File: src/sv/brbw_pkg.sv
// Package for the base relocation block writer: record kinds, commands,
// byte counts and the record types passed between the framer and drain.
package brbw_pkg;

   localparam int PAGE_BITS_DEF = 12;
   localparam int MAX_RECS      = 4;
   localparam int REC_IDX_W     = $clog2(MAX_RECS);

   localparam logic CMD_ADD   = 1'b0;
   localparam logic CMD_CLOSE = 1'b1;

   localparam logic [2:0] KIND_HEADER = 3'd0;
   localparam logic [2:0] KIND_ENTRY  = 3'd1;
   localparam logic [2:0] KIND_FILLER = 3'd2;
   localparam logic [2:0] KIND_SIZE   = 3'd3;
   localparam logic [2:0] KIND_END    = 3'd4;

   localparam logic [31:0] RELOC_HIGHLOW = 32'd3;
   localparam logic [31:0] HEADER_BYTES  = 32'd8;
   localparam logic [31:0] ENTRY_BYTES   = 32'd2;

   typedef struct packed {
      logic [2:0]  kind;
      logic [31:0] value;
      logic [31:0] patch_offset;
   } rec_type;

   // All records caused by one input word, in output order.
   typedef struct packed {
      rec_type [MAX_RECS-1:0] recs;
      logic [REC_IDX_W-1:0]   last_idx;
   } rec_set_type;

endpackage

File: src/sv/brbw_if.sv
// Handshake channels of the base relocation block writer.
// Depends on nothing; payload widths are fixed by the record format.
interface brbw_req_if;
   logic        valid;
   logic        ready;
   logic        command;
   logic [31:0] address;

   modport source (output valid, command, address, input ready);
   modport sink   (input valid, command, address, output ready);
endinterface

interface brbw_rsp_if;
   logic        valid;
   logic        ready;
   logic [2:0]  kind;
   logic [31:0] value;
   logic [31:0] patch_offset;
   logic        last;

   modport source (output valid, kind, value, patch_offset, last, input ready);
   modport sink   (input valid, kind, value, patch_offset, last, output ready);
endinterface

File: src/sv/brbw_framer.sv
// Framer: holds the block state and turns each accepted word into its
// record set, registered. Depends on brbw_pkg and brbw_req_if.
module brbw_framer #(
   parameter int PAGE_BITS = brbw_pkg::PAGE_BITS_DEF
) (
   input  logic                  clock,
   input  logic                  reset,
   brbw_req_if.sink              req_bus,
   output logic                  set_valid,
   output brbw_pkg::rec_set_type set_out,
   input  logic                  set_take
);
   import brbw_pkg::*;

   localparam int PAGE_W = 32 - PAGE_BITS;

   logic [PAGE_W-1:0] page_base_ff, page_base_in;
   logic              page_open_ff, page_open_in;
   logic [31:0]       header_offset_ff, header_offset_in;
   logic [31:0]       bytes_written_ff, bytes_written_in;
   logic              set_valid_ff;
   rec_set_type       set_ff, set_in;

   logic [PAGE_W-1:0]    page;
   logic [PAGE_BITS-1:0] off;
   logic [31:0]          blk_len, pad_bytes, bw_pad, len_pad;
   logic                 do_close, do_open, pad;
   logic [REC_IDX_W:0]   n;
   logic                 accept;

   assign req_bus.ready = !set_valid_ff || set_take;
   assign accept        = req_bus.valid && req_bus.ready;
   assign set_valid     = set_valid_ff;
   assign set_out       = set_ff;

   always_comb begin
      page      = req_bus.address[31:PAGE_BITS];
      off       = req_bus.address[PAGE_BITS-1:0];
      blk_len   = bytes_written_ff - header_offset_ff;
      do_close  = page_open_ff && (req_bus.command == CMD_CLOSE || page != page_base_ff);
      do_open   = req_bus.command == CMD_ADD && (!page_open_ff || page != page_base_ff);
      pad       = do_close && (blk_len[1:0] != 2'd0);
      pad_bytes = pad ? ENTRY_BYTES : 32'd0;
      bw_pad    = bytes_written_ff + pad_bytes;
      len_pad   = blk_len + pad_bytes;

      set_in = '0;
      n      = '0;
      page_base_in     = page_base_ff;
      page_open_in     = page_open_ff;
      header_offset_in = header_offset_ff;
      bytes_written_in = bytes_written_ff;

      if (pad) begin
         set_in.recs[n[REC_IDX_W-1:0]] = '{KIND_FILLER, 32'd0, 32'd0};
         n = n + 1'b1;
      end
      if (do_close) begin
         set_in.recs[n[REC_IDX_W-1:0]] = '{KIND_SIZE, len_pad, header_offset_ff};
         n = n + 1'b1;
      end
      if (req_bus.command == CMD_ADD) begin
         if (do_open) begin
            set_in.recs[n[REC_IDX_W-1:0]] =
               '{KIND_HEADER, {page, {PAGE_BITS{1'b0}}}, 32'd0};
            n = n + 1'b1;
            page_base_in     = page;
            header_offset_in = bw_pad;
         end
         set_in.recs[n[REC_IDX_W-1:0]] =
            '{KIND_ENTRY, (RELOC_HIGHLOW << PAGE_BITS) | 32'(off), 32'd0};
         n = n + 1'b1;
         page_open_in     = 1'b1;
         // header plus entry in one add when a block opens
         bytes_written_in = bw_pad + (do_open ? HEADER_BYTES + ENTRY_BYTES : ENTRY_BYTES);
      end else begin
         set_in.recs[n[REC_IDX_W-1:0]] = '{KIND_END, bw_pad, 32'd0};
         n = n + 1'b1;
         page_base_in     = '0;
         page_open_in     = 1'b0;
         header_offset_in = '0;
         bytes_written_in = '0;
      end
      set_in.last_idx = REC_IDX_W'(n - 1'b1);
   end

   always_ff @(posedge clock) begin
      if (reset) begin
         page_base_ff     <= '0;
         page_open_ff     <= 1'b0;
         header_offset_ff <= '0;
         bytes_written_ff <= '0;
         set_valid_ff     <= 1'b0;
      end else begin
         if (accept) begin
            page_base_ff     <= page_base_in;
            page_open_ff     <= page_open_in;
            header_offset_ff <= header_offset_in;
            bytes_written_ff <= bytes_written_in;
            set_valid_ff     <= 1'b1;
         end else if (set_take) begin
            set_valid_ff <= 1'b0;
         end
      end
   end

   always_ff @(posedge clock) begin
      if (accept) begin
         set_ff <= set_in;
      end
   end

endmodule

File: src/sv/brbw_drain.sv
// Output stage: holds one record set and hands its records out one word
// per cycle while rsp_bus.ready is high. Depends on brbw_pkg and brbw_rsp_if.
module brbw_drain (
   input  logic                  clock,
   input  logic                  reset,
   input  logic                  set_valid,
   input  brbw_pkg::rec_set_type set_in,
   output logic                  set_take,
   brbw_rsp_if.source            rsp_bus
);
   import brbw_pkg::*;

   logic                 busy_ff;
   rec_set_type          cur_ff;
   logic [REC_IDX_W-1:0] idx_ff;
   logic                 fire, at_last;
   rec_type              rec;

   assign fire     = busy_ff && rsp_bus.ready;
   assign at_last  = idx_ff == cur_ff.last_idx;
   assign set_take = set_valid && (!busy_ff || (fire && at_last));

   assign rec                  = cur_ff.recs[idx_ff];
   assign rsp_bus.valid        = busy_ff;
   assign rsp_bus.kind         = rec.kind;
   assign rsp_bus.value        = rec.value;
   assign rsp_bus.patch_offset = rec.patch_offset;
   assign rsp_bus.last         = at_last;

   always_ff @(posedge clock) begin
      if (reset) begin
         busy_ff <= 1'b0;
         idx_ff  <= '0;
      end else begin
         if (set_take) begin
            busy_ff <= 1'b1;
            idx_ff  <= '0;
         end else if (fire) begin
            if (at_last) begin
               busy_ff <= 1'b0;
               idx_ff  <= '0;
            end else begin
               idx_ff <= idx_ff + 1'b1;
            end
         end
      end
   end

   always_ff @(posedge clock) begin
      if (set_take) begin
         cur_ff <= set_in;
      end
   end

endmodule

File: src/sv/base_relocation_block_writer_top.sv
// Base relocation block writer. Each accepted word (add address or close table) is
// turned into its records: filler when a closing block needs padding, size patch
// when a block closes, header when a page opens, then the entry, or the end record
// on close. Records pass the framer's and then the drain's set register and leave
// one per cycle in order while the output is ready, the final one flagged by last.
// An add within the open page gives one record, so such words flow at one per cycle
// while the output is ready; a word that gives more records holds the output until
// all have left. A new word is taken while an earlier one's records still drain.
module base_relocation_block_writer_top #(
   parameter int PAGE_BITS = brbw_pkg::PAGE_BITS_DEF
) (
   input logic          clock,
   input logic          reset,
   brbw_req_if.sink     req_bus,
   brbw_rsp_if.source   rsp_bus
);
   import brbw_pkg::*;

   logic        set_valid;
   logic        set_take;
   rec_set_type set_data;

   brbw_framer #(
      .PAGE_BITS (PAGE_BITS)
   ) u_framer (
      .clock     (clock),
      .reset     (reset),
      .req_bus   (req_bus),
      .set_valid (set_valid),
      .set_out   (set_data),
      .set_take  (set_take)
   );

   brbw_drain u_drain (
      .clock     (clock),
      .reset     (reset),
      .set_valid (set_valid),
      .set_in    (set_data),
      .set_take  (set_take),
      .rsp_bus   (rsp_bus)
   );

endmodule

File: src/flat_wrapper.sv
// flat-port wrapper written by rule: the top's interface ports become plain ports
module base_relocation_block_writer_top_flat import brbw_pkg::*;
#(
   parameter int PAGE_BITS = brbw_pkg::PAGE_BITS_DEF
)
  (clock, reset, req_bus_valid, req_bus_command, req_bus_address, req_bus_ready, rsp_bus_valid, rsp_bus_kind, rsp_bus_value, rsp_bus_patch_offset, rsp_bus_last, rsp_bus_ready);
  brbw_req_if req_bus_i ();
  brbw_rsp_if rsp_bus_i ();
  input logic clock;
  input logic reset;
  input wire logic [$bits(req_bus_i.valid)-1:0] req_bus_valid;
  input wire logic [$bits(req_bus_i.command)-1:0] req_bus_command;
  input wire logic [$bits(req_bus_i.address)-1:0] req_bus_address;
  output wire logic [$bits(req_bus_i.ready)-1:0] req_bus_ready;
  output wire logic [$bits(rsp_bus_i.valid)-1:0] rsp_bus_valid;
  output wire logic [$bits(rsp_bus_i.kind)-1:0] rsp_bus_kind;
  output wire logic [$bits(rsp_bus_i.value)-1:0] rsp_bus_value;
  output wire logic [$bits(rsp_bus_i.patch_offset)-1:0] rsp_bus_patch_offset;
  output wire logic [$bits(rsp_bus_i.last)-1:0] rsp_bus_last;
  input wire logic [$bits(rsp_bus_i.ready)-1:0] rsp_bus_ready;
  assign req_bus_i.valid = req_bus_valid;
  assign req_bus_i.command = req_bus_command;
  assign req_bus_i.address = req_bus_address;
  assign req_bus_ready = req_bus_i.ready;
  assign rsp_bus_valid = rsp_bus_i.valid;
  assign rsp_bus_kind = rsp_bus_i.kind;
  assign rsp_bus_value = rsp_bus_i.value;
  assign rsp_bus_patch_offset = rsp_bus_i.patch_offset;
  assign rsp_bus_last = rsp_bus_i.last;
  assign rsp_bus_i.ready = rsp_bus_ready;
  base_relocation_block_writer_top #(.PAGE_BITS(PAGE_BITS)) u_core (.clock(clock), .reset(reset), .req_bus(req_bus_i), .rsp_bus(rsp_bus_i));
endmodule
File: config.mk
export PLATFORM = sky130hd
export DESIGN_NAME = base_relocation_block_writer_top_flat
export DESIGN_NICKNAME = d
export VERILOG_FILES = /design/src/sv/brbw_pkg.sv /design/src/sv/brbw_if.sv /design/src/sv/brbw_framer.sv /design/src/sv/brbw_drain.sv /design/src/sv/base_relocation_block_writer_top.sv /design/src/flat_wrapper.sv
export SDC_FILE = /design/constraint.sdc
export NUM_CORES = 1
export LEC_CHECK = 0
export BUFFER_PORTS_ARGS = -buffer_cell sky130_fd_sc_hd__buf_2
export CORE_AREA = 4 4 234 236
export DETAILED_ROUTE_END_ITERATION = 10
export DIE_AREA = 0 0 238 240
export SYNTH_ARGS = -nofsm -noshare
export SYNTH_HDL_FRONTEND = slang
export SYNTH_SLANG_ARGS = --single-unit
export TNS_END_PERCENT = 50
File: constraint.sdc
create_clock -name clock -period 11.9 [get_ports clock]
set_input_delay 0.595 -clock clock [delete_from_list [all_inputs] [get_ports clock]]
set_output_delay 0.595 -clock clock [all_outputs]
set_load 0.1 [all_outputs]
==> impl_metrics.yaml <==
placed_design:
  placed_cells: 2630
  place.detailed.hpwl_mm: 41.41
  port-buffer-count: 106
  finalWeightedCongestion: 0.8946
sta:
  final-setup-viol-count: 0
  final-hold-violation-count: 0
  max_freq_ghz: 0.1648
  final_total_negative_setup_slack_ns: 0
  finalCritPeriodShare_pct: 50.99
  final-max-slew-violation-count: 0
  slew_headroom_pct: 27.12
  finalWorstPathRequiredPeriod_ns: 6.067
  max_slew.worst_pin.slew_ns: 1.089
  rsz0062_at_grt: "false"
  clock_skew_ns: 0.03488
floorplanning:
  die_width_um: 238
  die_y_um: 240
  initial_core_util_pct: 43.85
  placeable_core_region_mm2: 0.05245
  placement_rows: 84
  fp.dieArea_mm2: 0.05712
  io-pin-count: 107
setup_path:
  critical-path-max-stage-delay_ns: 0.70
  reg2reg_slack_ns: 6.02
  rr_worst_depth: 15
  cp_cell_sequence: "buf_2 -> inv_1 -> a31oi_1 -> nand2b_1 -> inv_2 -> ha_1 -> ha_1 -> and3_1 -> nand2_1 -> nor4_2 -> xor2_1 -> nand3_1 -> nor3_1 -> nand2_1 -> or3_1 -> a32o_1"
  cp.required_ns: 12.37
  setup.worst_path.class: "in2reg"
  cp.arrival_ns: 6.54
  critical_path.reg2reg.endpoint: "u_core.u_framer.bytes_written_ff[30]$_SDFFE_PP0P_"
  reg2reg_from: "u_core.u_framer.page_open_ff$_SDFFE_PP0P_"
  path_delay_family: "simple AND/OR/NAND/NOR gates"
  path_buf_inv: 3
  crit_path_max_fanout: 24
  setup.worst_path.end_class: "flop"
  startpoint_type: "primary input"
  slowest_stage: "a31oi_1"
global_routing:
  grt_pass1_wl_mm: 90.56
  gr-usage-all-layers_pct: 20.42
  gr-total-overflow: 0
  vias_in_the_first_global_route: 15180
  largest_net_degree_at_the_start_of_global_routing: 138
  grt_antenna_before_repair: 0
yosys:
  ys.warnings.count: 0
  asyncSetResetFlopFracSynth_pct: 0
  share_of_synthesized_area_occupied_by_flip_flops_and_latches_pct: 60.93
  ys_ff_latch: 496
  post_synthesis_instance_total: 1897
  yosysTopAreaCellShare_pct: 53.27
  yosysUniqueCellTypes: 80
  synth_top_cells_by_area: "edfxtp_1, dfxtp_1, nor2_1, mux4_2, xnor2_1"
  ys_dominant_reg_cell: "edfxtp_1"
  synthesis.area_mm2: 0.02300
  synth.largest_area_cell: "edfxtp_1"
  average_cell_area_after_synthesis_um2: 12.12
  synth_edf_count: 408
route:
  detail_route.wirelength_mm: 59.31
  drt_first_pass_iters: 8
  drtIter0Drc: 1435
  wire_per_inst_um: 21.77
  postRouteAntennaNets: 0
  drcViolationCount: 0
  number_of_vias_after_detailed_routing: 15620
  detail_route.vias_per_cell: 5.733
clocking:
  cts_made_buffers: 51
  max-clock-path-buffers: 3
  worstSkewPairLatency_ns: 0.61
  clock_sinks: 496
  postCtsSetupRepairBufs: 0
  cts_root_buf: "clkbuf_16"
  clock_tree_from_tritoncts: "done"
  htree_levels: 2
  clock_pin_slew_reported_for_the_worst_setup_and_hold_paths_after_clock_tree_synthesis_ns: 0.06
  cts_resized: 0
  hold_buffers: 0
pwr:
  max-vdd-ir-drop_v: 0.0001107
  leakage_nw: 9.167
  cellPowerDensity_mw_per_mm2: 155.4
min_path:
  hold_path.class: "in2reg"
  worst_hold_path.num_cells: 3
  hold_path.startpoint: "req_bus_valid"
  worstHoldEndpoint: "u_core.u_framer.set_valid$_SDFFE_PP0P_"
layout:
  final_net_count: 2074
  syn_to_final_growth_pct: 13.09
  antenna_cells: 0
  final.fill_count: 4573
  post_route_cells_drive_above_1_share_pct: 13.40
  post_layout_nonfiller_instances: 2725
flow_run:
  max_cap_viol_count: 0
status:
  outcome: "completed"
-- synth_stat cells (all sizes together), types with 5 or more instances --
cell type	number
buf	25
a22o	25
a21boi	7
nor2b	19
and3	17
nand4	28
o211ai	10
edfxtp	408
o221ai	8
a31oi	10
a211oi	8
nand3	37
o21ai	71
ha	41
inv	58
dfxtp	88
a21o	11
nor2	257
nor3	42
or3	6
and4	10
nor3b	18
a221oi	5
o22ai	26
o32ai	11
and2	25
mux4	34
clkbuf	72
nand2	125
a21oi	93
nand3b	6
xor2	50
o21bai	5
a22oi	49
xnor2	79
nand2b	9
nor4	11
mux2i	39
-- registers in the layout, summed over array words and instances (netlist names) --
name                              flops
u_core.u_drain.idx_ff                 2
u_core.u_framer.page_base_ff         20
u_core.u_framer.set_out             204
u_core.u_framer.header_offset_ff     32
u_core.u_framer.page_open_ff          1
u_core.u_drain.cur_ff               204
u_core.u_drain.rsp_bus.valid          1
u_core.u_framer.bytes_written_ff     31
u_core.u_framer.set_valid             1
-- layer usage --
metal	vias to the layer above	GRT usage [%]	routed length [µm]
li1	7270	-	-
met1	7687	27.49	25160
met2	553	34.20	28850
met3	113	2.994	3339
met4	0	7.018	1962
met5	-	0	0
-- final cells by class --
| cell class | instances | area, µm² | share of cell area (%) |
|---|---|---|---|
| Clock buffer | 62 | 1379 | 5.301 |
| Tap cell | 688 | 860.8 | 3.310 |
| Inverter | 58 | 225.2 | 0.8659 |
| Multi-Input combinational cell | 1264 | 8482 | 32.61 |
| Timing Repair Buffer | 124 | 665.6 | 2.559 |
| Sequential cell | 496 | 14020 | 53.90 |
| Clock inverter | 33 | 377.9 | 1.453 |
-- power by group --
part           switching (mW)  internal [mW]
clock                   0.683          0.963
sequential             0.0277           1.97
combinational           0.308         0.0898
total                    1.02           3.02
-- tightest hold or removal path, stage by stage --
cell and delay, ns:
buf_2 0.09, a21oi_1 0.04, nor2_1 0.06
-- through the flow --
| stage | total power, mW | setup slack (ns) | hold WS, ns | util, % | instance area (µm²) |
|---|---|---|---|---|---|
| floorplan | 2.330 | 2.903 | 0.4003 | - | 23070 |
| global placement | 2.427 | 5.549 | 0.4003 | 46.24 | 24250 |
| detailed placement | 2.433 | 5.456 | 0.4045 | 46.24 | 24250 |
| CTS | 4.084 | 6.063 | 0.1670 | 49.59 | 26010 |
| global route | 4.181 | 5.594 | 0.2006 | 49.59 | 26010 |
| finish | 4.041 | 5.833 | 0.2077 | 49.59 | 26010 |
-- placed cells by master (no fill, tap or decap), types with 52 or more instances in the layout --
cell type  synthesis  layout
a21oi_1           91      91
buf_2             13     106
clkbuf_16          0      52
dfxtp_1           88      86
edfxtp_1         408     408
inv_1             57      56
nand2_1          125     123
nor2_1           257     256
o21ai_0           66      65
xnor2_1           79      79
-- worst max-delay path by stage --
stage | start | cells past startpoint | to
floorplan | u_core.u_drain.idx_ff[0]$_SDFFE_PP0P_ | 12 | u_core.u_framer.header_offset_ff[25]$_SDFFE_PP0P_
global placement | req_bus_command | 16 | u_core.u_framer.bytes_written_ff[30]$_SDFFE_PP0P_
detailed placement | req_bus_command | 16 | u_core.u_framer.bytes_written_ff[30]$_SDFFE_PP0P_
CTS | req_bus_command | 16 | u_core.u_framer.bytes_written_ff[30]$_SDFFE_PP0P_
global route | req_bus_command | 16 | u_core.u_framer.bytes_written_ff[30]$_SDFFE_PP0P_
finish | req_bus_command | 16 | u_core.u_framer.bytes_written_ff[30]$_SDFFE_PP0P_
-- logic make-up after synthesis --
kind of cell             count (synthesis)  synth area share [%]
other                                    1               0.01631
AO/OA/AOI/OAI                          375                 10.99
flip-flops                             496                 60.93
buffers and inverters                  155                 2.617
adder cells (fa/ha/maj)                 42                 2.318
multiplexers                            73                 5.027
XOR/XNOR                               129                 4.913
AND/OR/NAND/NOR                        626                 13.19
Note: power is estimated with default switching activity, not from simulation.
